===== src/hw/rtl/olm_pkg.sv =====
// shared types and defaults of the ordered list manager
`timescale 1ns / 1ps
`default_nettype none

package olm_pkg;

  localparam int unsigned DefCapacity   = 16;
  localparam int unsigned DefValueWidth = 32;

  // request payload layout
  localparam int unsigned OpWidth    = 2;
  localparam int unsigned InValWidth = 32;
  localparam int unsigned PosWidth   = 4;
  localparam int unsigned InDataW    = 40;

  // result payload layout
  localparam int unsigned StatWidth  = 2;
  localparam int unsigned CountWidth = 5;
  localparam int unsigned OutDataW   = 8;

  typedef enum logic [OpWidth-1:0] {
    OP_APPEND  = 2'd0,
    OP_PREPEND = 2'd1,
    OP_INSERT  = 2'd2,
    OP_DELETE  = 2'd3
  } op_e;

  typedef enum logic [StatWidth-1:0] {
    ST_DONE    = 2'd0,
    ST_FULL    = 2'd1,
    ST_RANGE   = 2'd2,
    ST_MISSING = 2'd3
  } status_e;

  typedef enum logic [2:0] {
    S_IDLE,
    S_TAKE,
    S_WALK,
    S_DEL,
    S_LINK,
    S_RESP
  } state_e;

endpackage

`default_nettype wire


===== src/hw/rtl/olm_ram.sv =====
// generic single write, single read ram with registered read data
`timescale 1ns / 1ps
`default_nettype none

module olm_ram #(
  parameter int unsigned WIDTH = 32,
  parameter int unsigned DEPTH = 16,
  localparam int unsigned AW = (DEPTH > 1) ? $clog2(DEPTH) : 1
) (
  input  wire logic             clk_i,
  input  wire logic             we_i,
  input  wire logic [AW-1:0]    waddr_i,
  input  wire logic [WIDTH-1:0] wdata_i,
  input  wire logic [AW-1:0]    raddr_i,
  output logic      [WIDTH-1:0] rdata_o
);

  logic [WIDTH-1:0] mem_q [DEPTH];
  logic [WIDTH-1:0] rdata_q;

  always_ff @(posedge clk_i) begin
    if (we_i) begin
      mem_q[waddr_i] <= wdata_i;
    end
    rdata_q <= mem_q[raddr_i];
  end

  assign rdata_o = rdata_q;

endmodule

`default_nettype wire


===== src/hw/rtl/ordered_list_manager.sv =====
// ordered list manager: singly linked list of signed values in a fixed node pool
//
// channel   dir  tdata fields (lsb first)                      meaning
// s_axis    in   operation[1:0] value[33:2] position[37:34]     one list request
// m_axis    out  status[1:0] element_count[6:2]                 one result per request
//
// steps: append and prepend take a node off the free head and link it in; insert-after
//   walks to the position node, then takes a node, or stops when the pool runs out; delete
//   walks the list until it finds the value or reaches the end of the list. the single
//   read port of the link memory sets the walk rate of one node per cycle
// reset: no clearing pass; nodes at or above a fill mark are fresh and link to the next
//   index, so the free list needs no initial sweep
// stalls: s_axis_tready_o is high only when idle; a held result waits in its
//   output register until m_axis_tready_i takes it
`timescale 1ns / 1ps
`default_nettype none

module ordered_list_manager #(
  parameter int unsigned CAPACITY    = olm_pkg::DefCapacity,
  parameter int unsigned VALUE_WIDTH = olm_pkg::DefValueWidth
) (
  input  wire logic                          clk_i,
  input  wire logic                          rst_ni,
  // request: operation[1:0], value[33:2], position[37:34], zero pad to 40 bits
  input  wire logic                          s_axis_tvalid_i,
  output logic                               s_axis_tready_o,
  input  wire logic [olm_pkg::InDataW-1:0]   s_axis_tdata_i,
  // result: status[1:0], element_count[6:2], zero pad to 8 bits
  output logic                               m_axis_tvalid_o,
  input  wire logic                          m_axis_tready_i,
  output logic      [olm_pkg::OutDataW-1:0]  m_axis_tdata_o
);

  // link and count width holds the null code, which is CAPACITY itself
  localparam int unsigned LW = $clog2(CAPACITY + 1);
  localparam int unsigned PW = $clog2(CAPACITY);
  localparam logic [LW-1:0] Nil = LW'(CAPACITY);

  // request fields
  olm_pkg::op_e                       in_op;
  logic signed [olm_pkg::InValWidth-1:0] in_val;
  logic        [olm_pkg::PosWidth-1:0] in_pos;
  logic        [VALUE_WIDTH-1:0]      in_val_ext;

  assign in_op  = olm_pkg::op_e'(s_axis_tdata_i[1:0]);
  assign in_val = s_axis_tdata_i[33:2];
  assign in_pos = s_axis_tdata_i[37:34];
  // sign extend or truncate to the stored width
  assign in_val_ext = VALUE_WIDTH'(in_val);

  // sequencer and list state
  olm_pkg::state_e  state_q, state_d;
  olm_pkg::op_e     op_q, op_d;
  olm_pkg::status_e status_q, status_d;
  logic [VALUE_WIDTH-1:0]       val_q, val_d;
  logic [olm_pkg::PosWidth-1:0] cnt_q, cnt_d;
  logic [LW-1:0] cur_q, cur_d;          // node under the walk pointer
  logic [LW-1:0] prev_q, prev_d;        // its predecessor, null at the head
  logic [LW-1:0] link_addr_q, link_addr_d;
  logic [LW-1:0] link_data_q, link_data_d;
  logic [LW-1:0] head_q, head_d;
  logic [LW-1:0] tail_q, tail_d;
  logic [LW-1:0] free_head_q, free_head_d;
  logic [LW-1:0] mark_q, mark_d;        // nodes at or above this were never taken
  logic [LW-1:0] length_q, length_d;

  // memory ports
  logic                   lk_we;
  logic [LW-1:0]          lk_waddr;
  logic [LW-1:0]          lk_wdata;
  logic [LW-1:0]          lk_rdata;
  logic                   vl_we;
  logic [VALUE_WIDTH-1:0] vl_rdata;
  logic [LW-1:0]          rd_addr;

  // next free node after taking the one at the free head
  logic          fresh;
  logic [LW-1:0] take_next;

  assign fresh     = (free_head_q >= mark_q);
  assign take_next = fresh ? (free_head_q + LW'(1)) : lk_rdata;

  olm_ram #(
    .WIDTH (LW),
    .DEPTH (CAPACITY)
  ) u_links (
    .clk_i   (clk_i),
    .we_i    (lk_we),
    .waddr_i (lk_waddr[PW-1:0]),
    .wdata_i (lk_wdata),
    .raddr_i (rd_addr[PW-1:0]),
    .rdata_o (lk_rdata)
  );

  olm_ram #(
    .WIDTH (VALUE_WIDTH),
    .DEPTH (CAPACITY)
  ) u_values (
    .clk_i   (clk_i),
    .we_i    (vl_we),
    .waddr_i (free_head_q[PW-1:0]),
    .wdata_i (val_q),
    .raddr_i (rd_addr[PW-1:0]),
    .rdata_o (vl_rdata)
  );

  always_ff @(posedge clk_i or negedge rst_ni) begin
    if (!rst_ni) begin
      state_q     <= olm_pkg::S_IDLE;
      head_q      <= Nil;
      tail_q      <= Nil;
      free_head_q <= '0;
      mark_q      <= '0;
      length_q    <= '0;
    end else begin
      state_q     <= state_d;
      head_q      <= head_d;
      tail_q      <= tail_d;
      free_head_q <= free_head_d;
      mark_q      <= mark_d;
      length_q    <= length_d;
    end
  end

  // payload and walk registers
  always_ff @(posedge clk_i) begin
    op_q        <= op_d;
    status_q    <= status_d;
    val_q       <= val_d;
    cnt_q       <= cnt_d;
    cur_q       <= cur_d;
    prev_q      <= prev_d;
    link_addr_q <= link_addr_d;
    link_data_q <= link_data_d;
  end

  always_comb begin
    state_d     = state_q;
    op_d        = op_q;
    status_d    = status_q;
    val_d       = val_q;
    cnt_d       = cnt_q;
    cur_d       = cur_q;
    prev_d      = prev_q;
    link_addr_d = link_addr_q;
    link_data_d = link_data_q;
    head_d      = head_q;
    tail_d      = tail_q;
    free_head_d = free_head_q;
    mark_d      = mark_q;
    length_d    = length_q;
    lk_we       = 1'b0;
    lk_waddr    = link_addr_q;
    lk_wdata    = link_data_q;
    vl_we       = 1'b0;
    rd_addr     = head_q;

    case (state_q)
      olm_pkg::S_IDLE: begin
        // appends and prepends prefetch the free head link, walks start at the head
        if (in_op == olm_pkg::OP_APPEND || in_op == olm_pkg::OP_PREPEND) begin
          rd_addr = free_head_q;
        end
        if (s_axis_tvalid_i) begin
          op_d     = in_op;
          val_d    = in_val_ext;
          cnt_d    = in_pos;
          cur_d    = head_q;
          prev_d   = Nil;
          status_d = olm_pkg::ST_DONE;
          case (in_op)
            olm_pkg::OP_APPEND, olm_pkg::OP_PREPEND: begin
              if (free_head_q == Nil) begin
                status_d = olm_pkg::ST_FULL;
                state_d  = olm_pkg::S_RESP;
              end else begin
                state_d = olm_pkg::S_TAKE;
              end
            end
            olm_pkg::OP_INSERT: begin
              // the position check comes before the pool check
              if (32'(in_pos) >= 32'(length_q)) begin
                status_d = olm_pkg::ST_RANGE;
                state_d  = olm_pkg::S_RESP;
              end else begin
                state_d = olm_pkg::S_WALK;
              end
            end
            default: begin
              if (head_q == Nil) begin
                status_d = olm_pkg::ST_MISSING;
                state_d  = olm_pkg::S_RESP;
              end else begin
                state_d = olm_pkg::S_DEL;
              end
            end
          endcase
        end
      end

      olm_pkg::S_WALK: begin
        // link of cur_q is on the read port this cycle
        if (cnt_q == '0) begin
          link_addr_d = cur_q;
          link_data_d = lk_rdata;
          rd_addr     = free_head_q;
          if (free_head_q == Nil) begin
            status_d = olm_pkg::ST_FULL;
            state_d  = olm_pkg::S_RESP;
          end else begin
            state_d = olm_pkg::S_TAKE;
          end
        end else begin
          cnt_d   = cnt_q - olm_pkg::PosWidth'(1);
          cur_d   = lk_rdata;
          rd_addr = lk_rdata;
        end
      end

      olm_pkg::S_TAKE: begin
        // pop the free head, fill it and link it in
        vl_we       = 1'b1;
        lk_we       = 1'b1;
        lk_waddr    = free_head_q;
        lk_wdata    = Nil;
        free_head_d = take_next;
        if (fresh) begin
          mark_d = mark_q + LW'(1);
        end
        length_d    = length_q + LW'(1);
        link_data_d = free_head_q;
        state_d     = olm_pkg::S_RESP;
        case (op_q)
          olm_pkg::OP_APPEND: begin
            tail_d = free_head_q;
            if (head_q == Nil) begin
              head_d = free_head_q;
            end else begin
              link_addr_d = tail_q;
              state_d     = olm_pkg::S_LINK;
            end
          end
          olm_pkg::OP_PREPEND: begin
            lk_wdata = head_q;
            head_d   = free_head_q;
            if (head_q == Nil) begin
              tail_d = free_head_q;
            end
          end
          olm_pkg::OP_INSERT: begin
            lk_wdata = link_data_q;
            if (tail_q == link_addr_q) begin
              tail_d = free_head_q;
            end
            state_d = olm_pkg::S_LINK;
          end
          default: begin
            state_d = olm_pkg::S_RESP;
          end
        endcase
      end

      olm_pkg::S_DEL: begin
        // value and link of cur_q are on the read ports this cycle
        if (vl_rdata == val_q) begin
          free_head_d = cur_q;
          length_d    = length_q - LW'(1);
          if (tail_q == cur_q) begin
            tail_d = prev_q;
          end
          lk_we = 1'b1;
          if (prev_q == Nil) begin
            head_d   = lk_rdata;
            lk_waddr = cur_q;
            lk_wdata = free_head_q;
            state_d  = olm_pkg::S_RESP;
          end else begin
            // unlink now, push the freed node on the next cycle
            lk_waddr    = prev_q;
            lk_wdata    = lk_rdata;
            link_addr_d = cur_q;
            link_data_d = free_head_q;
            state_d     = olm_pkg::S_LINK;
          end
        end else if (lk_rdata == Nil) begin
          status_d = olm_pkg::ST_MISSING;
          state_d  = olm_pkg::S_RESP;
        end else begin
          prev_d  = cur_q;
          cur_d   = lk_rdata;
          rd_addr = lk_rdata;
        end
      end

      olm_pkg::S_LINK: begin
        lk_we   = 1'b1;
        state_d = olm_pkg::S_RESP;
      end

      olm_pkg::S_RESP: begin
        if (m_axis_tready_i) begin
          state_d = olm_pkg::S_IDLE;
        end
      end

      default: begin
        state_d = olm_pkg::S_IDLE;
      end
    endcase
  end

  // count masked to the result field width
  logic [LW+olm_pkg::CountWidth-1:0] count_ext;
  assign count_ext = {{olm_pkg::CountWidth{1'b0}}, length_q};

  assign s_axis_tready_o = (state_q == olm_pkg::S_IDLE);
  assign m_axis_tvalid_o = (state_q == olm_pkg::S_RESP);
  assign m_axis_tdata_o  = {1'b0, count_ext[olm_pkg::CountWidth-1:0], status_q};

  // pool and list bookkeeping stay consistent
  a_full_pool: assert property (@(posedge clk_i) disable iff (!rst_ni)
    (free_head_q == Nil) == (length_q == Nil))
    else $error("free list empty does not match a full list");

  a_empty_list: assert property (@(posedge clk_i) disable iff (!rst_ni)
    (head_q == Nil) == (length_q == '0))
    else $error("head null does not match a zero count");

  a_tail_head: assert property (@(posedge clk_i) disable iff (!rst_ni)
    (head_q == Nil) == (tail_q == Nil))
    else $error("head and tail disagree on an empty list");

  a_bounds: assert property (@(posedge clk_i) disable iff (!rst_ni)
    (length_q <= Nil) && (mark_q <= Nil) && (length_q <= mark_q))
    else $error("count or fill mark out of range");

  a_busy: assert property (@(posedge clk_i) disable iff (!rst_ni)
    (s_axis_tvalid_i && s_axis_tready_o) |=> (state_q != olm_pkg::S_IDLE))
    else $error("request taken but sequencer stayed idle");

endmodule

`default_nettype wire


===== config.mk =====
export PLATFORM = sky130hd
export DESIGN_NAME = ordered_list_manager
export DESIGN_NICKNAME = d
export VERILOG_FILES = /design/src/hw/rtl/olm_pkg.sv /design/src/hw/rtl/olm_ram.sv /design/src/hw/rtl/ordered_list_manager.sv
export SDC_FILE = /design/constraint.sdc
export NUM_CORES = 1
export LEC_CHECK = 0
export BUFFER_PORTS_ARGS = -buffer_cell sky130_fd_sc_hd__buf_2
export CAP_MARGIN = 20
export CELL_PAD_IN_SITES_DETAIL_PLACEMENT = 1
export CELL_PAD_IN_SITES_GLOBAL_PLACEMENT = 1
export CORE_MARGIN = 5
export CORE_UTILIZATION = 57
export DETAILED_ROUTE_END_ITERATION = 8
export MAX_ROUTING_LAYER = met4
export PLACE_DENSITY_LB_ADDON = 0.2
export SLEW_MARGIN = 20
export SYNTH_ARGS = -nofsm -noshare
export SYNTH_HDL_FRONTEND = slang
export SYNTH_SLANG_ARGS = --single-unit

===== constraint.sdc =====
create_clock -name clk_i -period 7.95 [get_ports clk_i]
set_input_delay 0.3975 -clock clk_i [delete_from_list [all_inputs] [get_ports clk_i]]
set_output_delay 0.3975 -clock clk_i [all_outputs]
set_load 0.01 [all_outputs]

# Word-level counts from Yosys, hierarchy flattened
# Memory sizes are Yosys's and may differ from the RTL's. A register that Yosys moved wholly into a read port is not among the register bits.
# Index checks and enable logic that the tools add are counted.
# totals
n_memories	2
in_bits	44
ff_bits	88
elab_cells	162
mem_bits_rw	592
out_inout_bits	10
# op_classes
n_lt_le_gt_ge	2
reduce_logical	24
n_addsub	5
eq_ne	36
mux	79
# memory_table
name	words	word_bits	read_ports	rd_ports_with_merged_regs	write_ports	line_no	rtl
u_values.mem_q	16	32	1	1	1	olm_ram.sv:18	logic [WIDTH-1:0] mem_q [DEPTH];
u_links.mem_q	16	5	1	1	1	olm_ram.sv:18	
# op_table
cell	n
$mux 5	26
$pmux 5 s2	8
$pmux 5 s3	4
$eq 32x32->1	1
$mux 4	8
$mux 3	8
$ne 2x2->1 const B	12
$eq 5x5->1 const B	4
$pmux 3 s6	1
$reduce_and 6->1	3
$pmux 4 s2	2
$add 5x1->5 const B	3
$mux 2	7
$ne 3x3->1 const B	4
$pmux 4 s3	1
$reduce_and 4->1	3
$eq 5x5->1	2
$reduce_and 5->1	2
$mux 1	9
$eq 3x2->1 const B	2
$eq 3x3->1 const B	2
$pmux 2 s3	1
$pmux 3 s2	1
$reduce_and 2->1	3
20 further kinds	29

# Logic depth before layout (Yosys ltp)
# logic_depth
depth_word	5
depth_mapped	13

# By module
# A second synthesis with hierarchy kept.
# unflattened
cells_unflattened	1525
hier_area_um2	28546.1
# by_module_without_submodules
module	cells_each	n_inst	area_each_um2	seq_area_each_um2
olm_ram at u_values	838	1	19835.3	16015.4
ordered_list_manager	532	1	5497.8	2504.9
olm_ram at u_links	155	1	3213.1	2502.4

# Least setup slack after synthesis
# No wires, ideal clock.
# synth_timing
path_type	register to register
startpoint	register state_q[2]
endpoint	memory u_values.mem_q[2][0], enable pin
t_arrival_ns	3.445
stages_incl_launch_ff	7
path_slack_ns	4.044
setup_ns	0.461
required_ns	7.489
cell_sequence	dfrtp_1 nand2b_1 clkbuf_1 nor2_1 clkbuf_1 nand2_1 nor3_1
# synth_between
elab_chain_len	4
# synth_rtl
element	line_no	rtl
start, declared	ordered_list_manager.sv:52	olm_pkg::state_e state_q, state_d;
start signal, assigned	ordered_list_manager.sv:109	state_q <= olm_pkg::S_IDLE;
start signal, assigned	ordered_list_manager.sv:116	state_q <= state_d;
$eq 3x1->1	ordered_list_manager.sv:158	case (state_q)
$mux 1	ordered_list_manager.sv:158	
$mux 1	olm_ram.sv:22	if (we_i) begin
$mux 1 (implied by the code)	olm_ram.sv:23	mem_q[waddr_i] <= wdata_i;
end, declared	olm_ram.sv:18	
# Every way passes these cells.

# Final worst setup path
# layout_timing
startpoint	register val_q[15]
endpoint	register u_values.rdata_q[11] (netlist: u_values.rdata_o[11]), read port of u_values.mem_q
# layout_between
elab_chain_len	3
# layout_rtl
element	line_no	rtl
start, declared	ordered_list_manager.sv:55	logic [VALUE_WIDTH-1:0] val_q, val_d;
start signal, assigned	ordered_list_manager.sv:129	val_q <= val_d;
$eq 32x32->1	ordered_list_manager.sv:265	if (vl_rdata == val_q) begin
$mux 4	ordered_list_manager.sv:265	
$pmux 4 s3	ordered_list_manager.sv:158	
end, declared	olm_ram.sv:19	logic [WIDTH-1:0] rdata_q;
# Every way passes these cells.
# A chain may end at the register's enable or synchronous reset.

==> qor.yml <==
outcome: "complete, no violations"
dp_slack_ns: 2.936
grt_pass1_vias: 19080
firstDrtPassIters: 5
worst_slack_ns: 2.758
fin_cells: 2825
synthArstFlopShare_pct: 3.905
row_count: 82
ios: 54
synth_fa_ha_area_share_pct: 0.9779
synthTopCellsByArea: "edfxtp_1 (68%), nand2_1 (4.8%), mux4_2 (2.6%)"
drive_gt1_share_pct: 13.79
critPathTopFamily: "simple AND/OR/NAND/NOR gates"
ant_nets: 0
wire_per_inst_um: 27.88
grt_max_degree: 142
hold_buffers: 29
crit_top_cell: "nand3_1"
die-area_sq_um: 55340
end_kind: "flop"
crit_chain: "xor2_1 > nor4_2 > nand4_1 > nor2_4 > o221a_4 > buf_4 > and3_1 > nand3_1 > nand3_1 > a21oi_1"
synth_compound_area_share_pct: 7.429
grt_usage_pct: 28.84
fin_crit_ns: 5.192
area_growth_pct: 13.02
postCtsResizedCells: 0
cts_inserted_buffers: 73
cts_buffer_depth: 3
start_kind: "flop"
cts_max_level: 3
hold_viol: 0
hpwl_um: 42970
min_path_type: "input port to flop"
cp_max_fo: 36
yosys_warnings: 0
synth_mux_area_share_pct: 5.041
core-area_sq_um: 50170
ir_drop_uv: 328.3
finalClockSkew_ns: 0.02193
cap_violations: 0
grt.overflow.total: 0
avgSynthCellArea_sq_um: 14.41
path_class: "flop to flop"
clock.fmax_mhz: 192.6
totalWireLength_um: 78760
synth_top_family_by_area: "simple AND/OR/NAND/NOR gates"
synthDistinctLibCells: 76
leakage_nw: 11.20
cp_slowest_cell: "edfxtp_1"
die_height_um: 235.2
gp_congestion: 0.8798
cts.sinks: 717
synth_seq_cells: 717
yosysSeqAreaShare_pct: 72.70
tns_ns: 0
synth_flop_cell: "edfxtp_1"
synthSimpleGateAreaFrac_pct: 9.922
slew_violations: 0
netlist_instances: 2007
drtIter0Drc: 1871
clock_latency_ns: 0.61
final_net_count: 2160
p_per_area_nw_per_um2: 420.9
clk_pin_slew_ns: 0.06
arrival_ns: 5.68
numPortBuffers: 50
post_cts_buffers: 0
total_power_mw: 13.76
worstPathRequired_ns: 8.43
place_inst: 2661
synthXorXnorAreaFrac_pct: 1.696
yosysMostFrequentCell: "edfxtp_1"
tightest_slew_ns: 1.036
rsz0062_at_grt: "false"
cp_num_buf_inv: 1
grt_pass1_wl_um: 117900
synth_enable_flop_cells: 652
max_stage_delay_ns: 0.75
synth_nets: 2073
root_buffer: "clkbuf_16"
setup_viol: 0
cts_tree: "built"
start_util_pct: 57.64
num_vias: 17920
synthTopCellsByCount: "edfxtp_1 (652), nand2_1 (372), a21oi_1 (117), nand3_1 (98), nor2_1 (82)"
synth_area_sq_um: 28920
die_w_um: 235.2
slew_headroom_pct: 30.68
min_period_over_period_pct: 65.31
synth_top_area_cell: "edfxtp_1"
viasPerCell: 6.344
synth_top_area_share_pct: 67.71
drc: 0
antenna_found_initial: 0
insertedDiodeCount: 0
==> cells in the final DEF, fill, tap and decap left out, types with 11 or more instances in the layout <==
cell type,count
nor2_1,70
xnor2_1,13
clkbuf_1,15
dfrtp_1,26
dlygate4sd3_1,29
o21ai_0,27
a22oi_1,52
o211ai_1,24
nand2_1,372
buf_2,50
a32oi_1,26
nor3_1,14
o21ai_1,21
mux2i_1,59
inv_1,21
clkbuf_16,75
mux4_2,33
nor2_4,13
edfxtp_1,652
xor2_1,43
buf_4,42
nand2b_1,11
nand3_1,98
a21oi_1,117
a31oi_1,15
mux2_2,11
clkinv_2,18
ha_1,21
dfxtp_1,37
==> worst paths after layout <==
path                                             from  slack (ns)                      endpoint  cells after the start
worst max-delay path              val_q[15]$_DFFE_PP_        2.76  u_values.rdata_o[11]$_DFF_P_                     10
worst min-delay path               s_axis_tdata_i[30]        0.01           val_q[28]$_DFFE_PP_                      1
worst max register to register    val_q[15]$_DFFE_PP_        2.76  u_values.rdata_o[11]$_DFF_P_                     10
worst min register to register  mark_q[4]$_DFFE_PN0P_        0.47         mark_q[4]$_DFFE_PN0P_                      1
max in group asynchronous                      rst_ni        7.11    free_head_q[3]$_DFFE_PN0P_                      2
min in group asynchronous                      rst_ni        0.37         mark_q[0]$_DFFE_PN0P_                      2
==> metal layers <==
metal | GRT usage, % | wire (um)
met1 | 37.57 | 31430
met4 | 9.624 | 2416
met3 | 4.217 | 5108
met5 | - | 0
met2 | 47.47 | 39800
==> through the flow <==
stage	hold WS, ns	instance area (sq um)	util (%)
floorplan	0.1019	28920	-
global placement	0.4625	29930	59.66
detailed placement	0.4629	29950	59.70
CTS	0.003056	32660	65.09
global route	0.002426	32680	65.14
finish	0.01273	32680	65.14
==> power by group <==
| group | internal, mW | leakage [nW] | switching, mW |
|---|---|---|---|
| clock network | 2.06 | 1.20 | 1.43 |
| logic | 1.63 | 3.47 | 3.36 |
| registers | 4.85 | 6.53 | 0.425 |
| total | 8.54 | 11.2 | 5.22 |
==> sequential cells by signal, summed over array words and instances (netlist names) <==
| register | cells |
|---|---|
| link_addr_q | 5 |
| cur_q | 5 |
| length_q | 5 |
| op_q | 2 |
| u_values.rdata_o | 32 |
| cnt_q | 4 |
| tail_q | 5 |
| val_q | 32 |
| mark_q | 5 |
| state_q | 3 |
| u_values.mem_q | 512 |
| free_head_q | 5 |
| link_data_q | 5 |
| head_q | 5 |
| u_links.mem_q | 80 |
| status_q | 2 |
| u_links.rdata_o | 5 |
| prev_q | 5 |
==> worst reg2reg max path, delay by kind of cell, from the launching register on <==
family	cells	cell delay (ns)
flops	1	0.75
buf+inv	1	0.64
compound gates	2	0.62
xor+xnor	1	0.30
simple gates	6	2.78
==> final cells by class <==
| class | instances | area (sq um) |
|---|---|---|
| Clock buffer | 93 | 1974 |
| Clock inverter | 41 | 437.9 |
| Fill cell | 4534 | 17490 |
| Inverter | 21 | 78.83 |
| Multi-Input combinational cell | 1158 | 7425 |
| Sequential cell | 717 | 21020 |
| Tap cell | 672 | 840.8 |
| Timing Repair Buffer | 123 | 903.4 |
==> logic make-up (layout without fill, tap and decap cells) <==
group | count (synthesis) | after routing
XOR/XNOR | 56 | 56
other | 1 | 1
multiplexers | 103 | 103
AND/OR/NAND/NOR | 643 | 643
AO/OA/AOI/OAI | 333 | 333
adder cells (fa/ha/maj) | 22 | 22
flip-flops | 717 | 717
buffers and inverters | 132 | 278
No activity file was read; power rests on OpenSTA's default activity.
